--- config.mk ---
export PLATFORM = sky130hd
export DESIGN_NAME = nbp_sqrt
export DESIGN_NICKNAME = d
export VERILOG_FILES = /design/src/sv/nbp_sqrt.sv
export SDC_FILE = /design/constraint.sdc
export NUM_CORES = 1
export LEC_CHECK = 0
export ABC_AREA = 0
export BUFFER_PORTS_ARGS = -buffer_cell sky130_fd_sc_hd__buf_2
export CAP_MARGIN = 5
export CORE_MARGIN = 1
export CORE_UTILIZATION = 30
export DETAILED_ROUTE_END_ITERATION = 8
export GPL_ROUTABILITY_DRIVEN = 0
export PLACE_DENSITY_LB_ADDON = 0.12
export RECOVER_POWER = 100
export SETUP_SLACK_MARGIN = 0.2
export SLEW_MARGIN = 5
export SYNTH_ARGS = -nofsm -noshare
export SYNTH_HDL_FRONTEND = slang
export SYNTH_SLANG_ARGS = --single-unit
--- constraint.sdc ---
create_clock -name clk -period 2.9 [get_ports clk]
set_input_delay 0.58 -clock clk [delete_from_list [all_inputs] [get_ports clk]]
set_output_delay 0.58 -clock clk [all_outputs]
set_load 0.03 [all_outputs]
--- src/sv/nbp_sqrt.sv ---
// nbp_sqrt: pipelined floor square root, one root bit per stage
// carries a valid bit and a tag alongside; no dependencies
`timescale 1ns / 1ps
`default_nettype none

module nbp_sqrt #(
  parameter int VW = 18,
  parameter int SW = 1
) (
  input  wire logic          clk,
  input  wire logic          rst,
  input  wire logic          en,
  input  wire logic          in_valid,
  input  wire logic [VW-1:0] in_val,
  input  wire logic [SW-1:0] in_tag,
  output logic               out_valid,
  output logic [VW/2-1:0]    out_root,
  output logic [SW-1:0]      out_tag
);

  localparam int RW = VW / 2;

  logic          vld_s  [0:RW];
  logic [VW-1:0] val_s  [0:RW];
  logic [RW+1:0] rem_s  [0:RW];
  logic [RW-1:0] root_s [0:RW];
  logic [SW-1:0] tag_s  [0:RW];

  assign vld_s[0] = in_valid;
  assign val_s[0] = in_val;
  assign rem_s[0] = '0;
  assign root_s[0] = '0;
  assign tag_s[0] = in_tag;

  for (genvar k = 0; k < RW; k++) begin : g_stage
    logic [RW+3:0] trial;
    logic [RW+3:0] t;
    logic          ge;
    assign trial = {rem_s[k], val_s[k][VW-1:VW-2]};
    assign t = (RW+4)'({root_s[k], 2'b01});
    assign ge = trial >= t;
    always_ff @(posedge clk) begin
      if (rst) begin
        vld_s[k+1] <= 1'b0;
      end else if (en) begin
        vld_s[k+1] <= vld_s[k];
      end
      if (en) begin
        val_s[k+1] <= val_s[k] << 2;
        rem_s[k+1] <= ge ? (RW+2)'(trial - t) : trial[RW+1:0];
        root_s[k+1] <= {root_s[k][RW-2:0], ge};
        tag_s[k+1] <= tag_s[k];
      end
    end
  end

  assign out_valid = vld_s[RW];
  assign out_root = root_s[RW];
  assign out_tag = tag_s[RW];

endmodule

`default_nettype wire

* Yosys cells after proc, flatten, opt, wreduce, memory -nomap -nowiden
Index checks and enable logic that the tools add are counted.
Cells by class: add/sub/neg operators 8, $lt $le $gt $ge 9, multiplexer cells 8
Operators with widths (number):
- 11-bit 2-to-1 mux | 7
- 13-bit by 10-bit >= comparator with 1-bit output | 1
- 13-bit by 3-bit >= comparator with 1-bit output | 1
- 13-bit by 4-bit >= comparator with 1-bit output | 1
- 13-bit by 5-bit >= comparator with 1-bit output | 1
- 13-bit by 6-bit >= comparator with 1-bit output | 1
- 13-bit by 7-bit >= comparator with 1-bit output | 1
- 13-bit by 8-bit >= comparator with 1-bit output | 1
- 13-bit by 9-bit >= comparator with 1-bit output | 1
- 11-bit by 3-bit subtractor with 11-bit output | 1
- 11-bit by 4-bit subtractor with 11-bit output | 1
- 11-bit by 5-bit subtractor with 11-bit output | 1
- 11-bit by 6-bit subtractor with 11-bit output | 1
- 11-bit by 7-bit subtractor with 11-bit output | 1
- 11-bit by 8-bit subtractor with 11-bit output | 1
- 11-bit by 9-bit subtractor with 11-bit output | 1
- 2-bit by 1-bit subtractor with 3-bit output (second input constant) | 1
- 2-bit by 1-bit >= comparator with 1-bit output (second input constant) | 1
- 2-bit 2-to-1 mux | 1
Storage, ports and cells: register bits after elaboration 215, input bits 23, output and inout port bits 11, word-level logic and storage cells 69

* Logic depth before layout (Yosys ltp)
Gate-level depths: netlist (run 1).
depth after elaboration 2, gate-level depth with buffers 10, gate-level depth less buffers 10

* Worst setup path after synthesis (run 1)
Ideal clock, no wire load.
path kind reg2reg, start point register rem_s (netlist bit g_stage[7].trial[8]), end point register rem_s (netlist bit g_stage[8].trial[10]) (data pin), library setup time 0.260 ns, arrival time 1.875 ns, data required time 2.640 ns, slack 0.765 ns, stages on the path, launching flop included 7, buffers on the path 0, period minus slack after synthesis 2.135 ns, cells stage by stage edfxtp_1 -> ha_1 -> or2_0 -> or4_4 -> nor3_4 -> nand2_4 -> mux2_2
On the way: word-level cells in the longest chain between the ends 2, elaborated cells between the ends (all ways) 3, those cells by class add/sub: 1; order compare: 1; mux: 1
RTL lines:
- start: declaration | RTL line 25 | logic [RW+1:0] rem_s [0:RW];
- start signal: indexed assignment | RTL line 50 | rem_s[k+1] <= ge ? (RW+2)'(trial - t) : trial[RW+1:0];
- 13-bit by 9-bit >= comparator with 1-bit output | RTL line 41 | assign ge = trial >= t;
- net g_stage[7].ge | RTL line 38 | logic ge;
- 11-bit 2-to-1 mux | RTL line 50
The timed path passes the listed nets, and every way through them passes these cells. A chain may end at the register's enable or synchronous reset.

* Worst setup path in the final report (run 1)
start point register rem_s (netlist bit g_stage[7].trial[8]), end point register rem_s (netlist bit g_stage[8].trial[6]) (data pin)
The elaborated chain is that of the path after synthesis.

==> flow_summary.toml, run 1 <==
[cts]
clkTransAtPathRegs_ps = 60
clock_path_buffers = 3
cts_setup_buffers = 0
cts_root_buf = "clkbuf_16"
cts.sinks = 214
cts_made_buffers = 26
cts_tree = "yes"
htreeDepth = 1
clk_latency_ps = 530
holdBufCountCts = 0
ctsResizeCount = 0

[layout]
multiInputGateArea_um2 = 2887
regArea_um2 = 6336
area_delta_synth_final_pct = 16.24
fin_nets = 824
drive_gt1_share_pct = 11.18
filler_cell_count = 2967
diodes = 0

[floorplan]
coreArea_um2 = 30910
ioPinCount = 34
dieArea_um2 = 32490
dieWidth_um = 180.2
rows = 64
die_y_um = 180.2
initial_core_util_pct = 30.84

[synth]
synth_common_cells = "205 x edfxtp_1, 65 x inv_1, 55 x nor2_1"
synthesis.area_um2 = 9532
yosysTopAreaCell = "edfxtp_1"
synth_area_leaders = "edfxtp_1 65%, ha_1 6.8%, inv_1 2.6%"
synth_top_area_share_pct = 64.58
synth-seq-cells = 214
seq_area_frac_synth_pct = 66.47
synth_most_common_cell = "edfxtp_1"
synth_warnings = 0
synth_cells = 686
synth_edf_count = 205
synth_cell_type_count = 59
syn-num-nets = 761
synthFlopType = "edfxtp_1"
synthArstFlopShare_pct = 0
avgSynthCellArea_um2 = 13.89

[critical_path]
crit_required_ps = 3170
cp-start-kind = "flop"
cp.arrival_ps = 2870
worst-path-max-fanout = 9
timing.rr.end = "g_stage[8].trial[6]"
slowest_stage = "or4_4"
timing.rr.start = "g_stage[7].trial[8]"
reg2reg_depth = 6
critPathKind = "flop to flop"
cp-end-kind = "flop"
r2r_slack_ps = 300
path_cells = "ha_1 > or2_0 > or4_4 > nor3_4 > nand2_1 > mux2_2"
crit_path_max_incr_delay_ps = 470

[power]
swShare_pct = 22.57
p_leak_uw = 0.004212
comb_power_share_pct = 10.5
p_int_uw = 6265
power.switching_uw = 1827
cellPowerDensity_nw_per_um2 = 730.4
clkPwrFrac_pct = 41.4
ir_drop_mv = 0.3878
seqPwrFrac_pct = 48.1

[hold_path]
hp-start = "in_val[0]"
hold_depth = 1
hp-class = "primary input to flop"
hold_end = "val_s[146]"

[routing]
antenna_left = 0
vias_per_cell = 4.567
wire_per_inst_um = 13.73
drcViolationCount = 0
drt-pass1-iter-count = 4
wirelength_um = 16000
first_iter_violations = 337
vias = 5321

[grt]
groute.usage.overall_pct = 9.822
grt_pass1_wl_um = 26290
antenna_found_initial = 0
grt_max_degree = 70
gr-total-overflow = 0
grt_pass1_vias = 5461

[run_status]
status = "complete, but fails checks"
failed_checks = "max-capacitance violations, max-slew violations"

[placement]
dpl.hpwl_um = 11230
port_buffers = 33

[timing]
rsz0062_at_grt = "no"
tightest_slew_ps = 1795
hold_viol_final = 0
max_freq_ghz = 0.3846
skew_ps = 14.29
hold_ws_ps = 234.5
setup_tns_ps = 0
maxSlewHeadroom_pct = -19.69
setup_violations = 0
min_period_ps = 2600
drv_slew = 69
period_share_pct = 89.65

[run]
drv_cap = 1
==> kinds of logic after synthesis <==
kind of cell / Yosys count / synth area share, %
DFF: 214 / 66.47
other: 1 / 0.03934
buffers and inverters: 73 / 3.032
xor gates and xnor gates: 44 / 4.043
adders and majority gates: 52 / 6.826
and+or+nand+nor: 165 / 8.966
AOI/OAI and AO/OA: 107 / 7.272
muxes: 30 / 3.347
==> metal layers <==
metal  global-route usage, %  share of wire, %
met1                   10.84                42
met2                   18.25                51
met3                   2.122               3.6
met4                   3.863               3.2
met5                       0                 0
==> cells in the final DEF, fill, tap and decap left out, types with 6 or more instances in the layout <==
master,synthesis,layout
xor2_1,18,18
o21a_1,14,14
mux2i_1,15,15
dfxtp_1,9,9
mux2_2,15,15
edfxtp_1,205,205
clkbuf_1,2,24
nor2_1,55,55
o31ai_1,7,7
nand2b_1,9,9
a21oi_1,27,27
or3_1,6,6
nor4_1,10,10
nand2_1,28,29
nor2b_1,6,6
nor3_1,13,13
buf_2,2,20
ha_1,52,52
nand3_1,8,8
clkbuf_16,0,26
o21ai_0,24,24
inv_1,65,65
a211oi_1,6,7
xnor2_1,26,26
==> worst max path at each step <==
| stage | slack, ps | to | depth (start not counted) | from |
|---|---|---|---|---|
| 2_1_floorplan | 770 | g_stage[8].trial[10] | 6 | g_stage[7].trial[8] |
| 5_1_grt | 170 | g_stage[5].trial[12] | 7 | g_stage[4].trial[5] |
| 6_report | 300 | g_stage[8].trial[6] | 6 | g_stage[7].trial[8] |
| 4_1_cts | 390 | g_stage[6].trial[8] | 5 | g_stage[5].trial[9] |
| 3_5_place_dp | 400 | g_stage[6].trial[8] | 5 | g_stage[5].trial[9] |
| 3_3_place_gp | 510 | g_stage[6].trial[8] | 5 | g_stage[5].trial[9] |
==> metrics by stage <==
stage / instance area (µm²) / total power, µW / utilization (%) / std cells / worst slack (ps)
finish: 11080 / 8092 / 35.84 / 1165 / 300.2
global route: 11080 / 8437 / 35.84 / 1165 / 174.8
CTS: 11170 / 8228 / 36.15 / 1165 / 390.5
detailed placement: 10270 / 4822 / 33.22 / 1117 / 404.0
global placement: 10270 / 4801 / 33.22 / 1117 / 506.2
floorplan: 9532 / 4527 / - / 686 / 765.1
==> state kept, by name (all words and copies together), names as in the netlist <==
name and flops:
tag_s 8, out_valid 1, g_stage.trial 95, val_s 56
vld_s 8, g_stage.t 36, out_root 9, out_tag 1
==> power by group through the flow <==
stage                     clock network, µW  registers [µW]  logic, µW
after floorplan                           0            3910        616
after global placement                    0            3950        850
after detailed placement                  0            3950        867
after CTS                              3460            3890        874
after global routing                   3560            3920        955
final                                  3350            3890        848
==> critical path: cells and delay by family, from the launching register on <==
family                     cells  cell delay [ps]
and+or+nand+nor                4             1340
muxes                          1              370
adders and majority gates      1              230
DFF                            1              400
==> layout make-up <==
type                       count  share of cell area, %
tap                          396                  4.472
multi-input combinational    399                  26.05
timing repair buffer          43                  1.920
sequential                   214                  57.19
inverter                      65                  2.202
clock inverter                12                  1.773
clock buffer                  36                  6.392
No activity file was read; power rests on OpenSTA's default activity.
==> inputs of run 2 (changes only) <==
--- a/config.mk
+++ b/config.mk
@@ -6,11 +6,11 @@
 export NUM_CORES = 1
 export LEC_CHECK = 0
 export ABC_AREA = 0
-export BUFFER_PORTS_ARGS = -buffer_cell sky130_fd_sc_hd__buf_2
 export CAP_MARGIN = 5
 export CORE_MARGIN = 1
 export CORE_UTILIZATION = 30
 export DETAILED_ROUTE_END_ITERATION = 8
+export DONT_BUFFER_PORTS = 1
 export GPL_ROUTABILITY_DRIVEN = 0
 export PLACE_DENSITY_LB_ADDON = 0.12
 export RECOVER_POWER = 100
==> flow_summary.toml, run 2 (synthesis results as in run 1) <==
[run_status]
status = "complete, no violations"

[routing]
antenna_left = 0
wire_per_inst_um = 14.22
wirelength_um = 15970
first_iter_violations = 300
drt-pass1-iter-count = 4
route.met2.wl_um = 8128
vias_per_cell = 4.703
drcViolationCount = 0
met1Wirelength_um = 6533
highest_layer = "met4"
wl_met3_um = 524
vias = 5281

[timing]
tightest_slew_ps = 992.1
rsz0062_at_grt = "no"
period_share_pct = 91.31
skew_ps = 15.84
maxSlewHeadroom_pct = 33.00
max_freq_ghz = 0.3777
drv_slew = 0
min_period_ps = 2648
setup_violations = 0
hold_viol_final = 0
fin_ws_ps = 252.1
setup_tns_ps = 0
hold_ws_ps = 124.6

[cts]
htreeDepth = 1
clkTransAtPathRegs_ps = 60
holdBufCountCts = 0
ctsResizeCount = 0
clock_path_buffers = 3
cts.sinks = 214
cts_made_buffers = 26
cts_root_buf = "clkbuf_16"
clk_latency_ps = 530
cts_tree = "yes"
cts_setup_buffers = 0

[layout]
area_delta_synth_final_pct = 14.30
largest_register_ffs = 95
final_design_area_no_fill_um2 = 10890
layoutNonFillerInstCount = 1123
fin_nets = 783
drive_gt1_share_pct = 8.253
layout_common_cells = "205 x edfxtp_1, 65 x inv_1, 55 x nor2_1"
final_common_cell = "edfxtp_1"
diodes = 0

[critical_path]
worstSetupStartpoint = "g_stage[7].trial[8]"
reg2reg_depth = 6
cp_num_buf_inv = 0
critPathCapture = "g_stage[8].trial[9]"
path_cells = "ha_1 > or2_0 > or4_1 > nor3_4 > nand2_1 > mux2_2"
slowest_stage = "or4_1"
timing.rr.end = "g_stage[8].trial[9]"
cp-start-kind = "flop"
worst-path-max-fanout = 9
cp-end-kind = "flop"
critPathKind = "flop to flop"
cp.arrival_ps = 2920
r2r_slack_ps = 250
critPathTopFamily = "simple AND/OR/NAND/NOR gates"
crit_path_max_incr_delay_ps = 510
crit_required_ps = 3170
cp.depth = 6
timing.rr.start = "g_stage[7].trial[8]"

[placement]
placed_cell_area_um2 = 9997
port_buffers = 0
dpl.hpwl_um = 10470
post-place-ws_ps = 458.9
dp.cells = 1076

[floorplan]
dieArea_um2 = 32490
ioPinCount = 34
die_y_um = 180.2
initial_core_util_pct = 30.84
dieWidth_um = 180.2
coreArea_um2 = 30910
rows = 64

[power]
ir_drop_mv = 0.3856
cellPowerDensity_nw_per_um2 = 745.5
p_leak_uw = 0.004093

[grt]
antenna_found_initial = 0
grt_max_degree = 215
grt_pass1_vias = 5553
grt_pass1_wl_um = 26480
gr-total-overflow = 0
groute.usage.overall_pct = 9.978

[run]
drv_cap = 0

[hold_path]
hold_depth = 1
hp-class = "primary input to flop"
==> run 2: changes by cell type in the layout (fill, tap and decap cells not counted), sizes merged <==
cell,before,now
inv,65,66
clkbuf,57,32
clkinvlp,1,2
clkinv,6,7
buf,22,1
bufinv,5,6
==> run 2: area by class of cell <==
| class | instances | area, µm² |
|---|---|---|
| fillers | 2951 | 20020 |
| flip-flops and latches | 214 | 6336 |
| multi-input cells | 399 | 2883 |
| clock buffers | 31 | 690.7 |
| well taps | 396 | 495.5 |
| inverters | 65 | 244.0 |
| clock inverters | 16 | 234.0 |
| repair buffers | 2 | 11.26 |
==> run 2: power by group <==
| group | switching, µW | internal (µW) | total, µW |
|---|---|---|---|
| logic | 393 | 355 | 748 |
| clock network | 1240 | 2220 | 3470 |
| registers | 164 | 3740 | 3910 |
==> run 2: stage by stage <==
step | utilization, % | total power (µW)
final | 35.25 | 8122
after global routing | 35.25 | 8495
after CTS | 35.33 | 8257
after detailed placement | 32.34 | 4721
after global placement | 32.34 | 4702
after floorplan | - | 4527
==> run 2: worst min path at each step <==
stage                     startpoint                   to  slack (ps)
after floorplan           val_s[158]  g_stage[2].trial[0]         400
after global placement     val_s[99]            val_s[83]         400
after detailed placement  val_s[130]           val_s[114]         400
after CTS                        rst             vld_s[8]          90
after global routing             rst             vld_s[7]          90
final                            rst             vld_s[8]         120
==> run 2: per-layer routing <==
metal | vias up | global-route usage, %
met1 | 2550 | 10.51
li1 | 2589 | -
met5 | - | 0
met4 | 0 | 5.983
met3 | 54 | 2.162
met2 | 88 | 18.20
==> inputs of run 3 (changes only) <==
==> constraint.sdc (replaced) <==
create_clock -name clk -period 2.95 [get_ports clk]
set_input_delay 0.59 -clock clk [delete_from_list [all_inputs] [get_ports clk]]
set_output_delay 0.59 -clock clk [all_outputs]
set_load 0.03 [all_outputs]
==> flow_summary.toml, run 3 (synthesis results as in run 1) <==
[timing]
setup_tns_ps = 0
min_period_ps = 2669
skew_ps = 17.31
drv_slew = 0
maxSlewHeadroom_pct = 41.00
hold_viol_final = 0
rsz0062_at_grt = "no"
period_share_pct = 90.47
max_freq_ghz = 0.3747
tightest_slew_ps = 873.6
setup_violations = 0
fin_ws_ps = 281.3

[critical_path]
cp-end-kind = "flop"
cp-start-kind = "flop"
timing.rr.end = "g_stage[8].trial[9]"
critPathKind = "flop to flop"
cp.arrival_ps = 2930
timing.rr.start = "g_stage[7].trial[8]"
worst-path-max-fanout = 9
r2r_slack_ps = 280
reg2reg_depth = 6
worstSetupStartpoint = "g_stage[7].trial[8]"
crit_required_ps = 3210

[layout]
filler_cell_count = 2945
area_delta_synth_final_pct = 14.03
drive_gt1_share_pct = 8.253
layout_common_cells = "205 x edfxtp_1, 65 x inv_1, 55 x nor2_1"
layoutNonFillerInstCount = 1123
fin_nets = 783
largest_register_ffs = 95
diodes = 0
final_common_cell = "edfxtp_1"
utilization_pct = 35.16

[run]
drv_cap = 0

[routing]
first_iter_violations = 302
vias_per_cell = 4.695
drt-pass1-iter-count = 4
vias = 5273
drcViolationCount = 0
wirelength_um = 15760
antenna_left = 0
wire_per_inst_um = 14.04

[hold_path]
hp-class = "primary input to flop"
hp-start = "rst"
hold_end = "vld_s[7]"
hold_depth = 1

[cts]
clock_path_buffers = 3
cts_tree = "yes"
clkTransAtPathRegs_ps = 60
htreeDepth = 1
holdBufCountCts = 0
cts_made_buffers = 26
cts_root_buf = "clkbuf_16"
clk_latency_ps = 530
cts_setup_buffers = 0
ctsResizeCount = 0
cts.sinks = 214

[placement]
port_buffers = 0
dpl.hpwl_um = 10450
dp.cells = 1076
post-place-ws_ps = 501.7

[floorplan]
rows = 64
initial_core_util_pct = 30.84
dieArea_um2 = 32490
die_y_um = 180.2
ioPinCount = 34
dieWidth_um = 180.2
coreArea_um2 = 30910

[grt]
grt_pass1_vias = 5473
grt_pass1_wl_um = 25850
grt_max_degree = 215
antenna_found_initial = 0
gr-total-overflow = 0
groute.usage.overall_pct = 9.733

[power]
p_leak_uw = 0.004083
cellPowerDensity_nw_per_um2 = 723.7
ir_drop_mv = 0.4822

[run_status]
status = "complete, no violations"
[run 3: cell count changes in the layout (fill, tap and decap cells not counted), sizes merged]
| cell | delta |
|---|---|
| inv | -1 |
| bufinv | -1 |
| clkinvlp | -1 |
| clkinv | +3 |
[run 3: power breakdown]
| group | total, µW | internal [µW] | switching, µW |
|---|---|---|---|
| sequential | 3840 | 3680 | 160 |
| clock | 3290 | 2060 | 1230 |
| combinational | 734 | 349 | 385 |
| total | 7870 | 6090 | 1780 |
[run 3: layout make-up]
type                       instances  area [µm²]  area share (%)
tap                              396       495.5           4.559
timing repair buffer               2       11.26          0.1036
multi-input combinational        399        2883           26.52
inverter                          65       244.0           2.245
sequential                       214        6336           58.29
clock buffer                      31       669.4           6.159
clock inverter                    16       230.2           2.118
[run 3: metal layers]
metal	global-route usage [%]	vias to the layer above	routed length, µm
li1	-	2600	-
met1	10.17	2522	6344
met2	18.31	101	8151
met3	2.223	50	614
met4	4.615	0	654
met5	0	-	0
[run 3: stage by stage]
stage	area, µm²	power (µW)	hold WS (ps)
finish	10870	7866	122.8
CTS	10900	8002	84.75
global route	10870	8223	85.10
global placement	9997	4623	400.3
floorplan	9532	4451	400.3
detailed placement	9997	4642	404.5
[run 3: worst max-delay path by stage]
stage,end,depth (start not counted),slack (ps)
floorplan,g_stage[8].trial[10],6,820
global placement,g_stage[7].trial[7],5,560
detailed placement,g_stage[7].trial[7],5,500
CTS,g_stage[7].trial[7],5,480
global route,g_stage[8].trial[9],6,230
finish,g_stage[8].trial[9],6,280
[run 3: worst max-delay path: stages (launching register included)]
cell and delay (ps):
edfxtp_1 410, ha_1 230, or2_0 220, or4_1 520, nor3_4 320, nand2_1 340
mux2_2 380
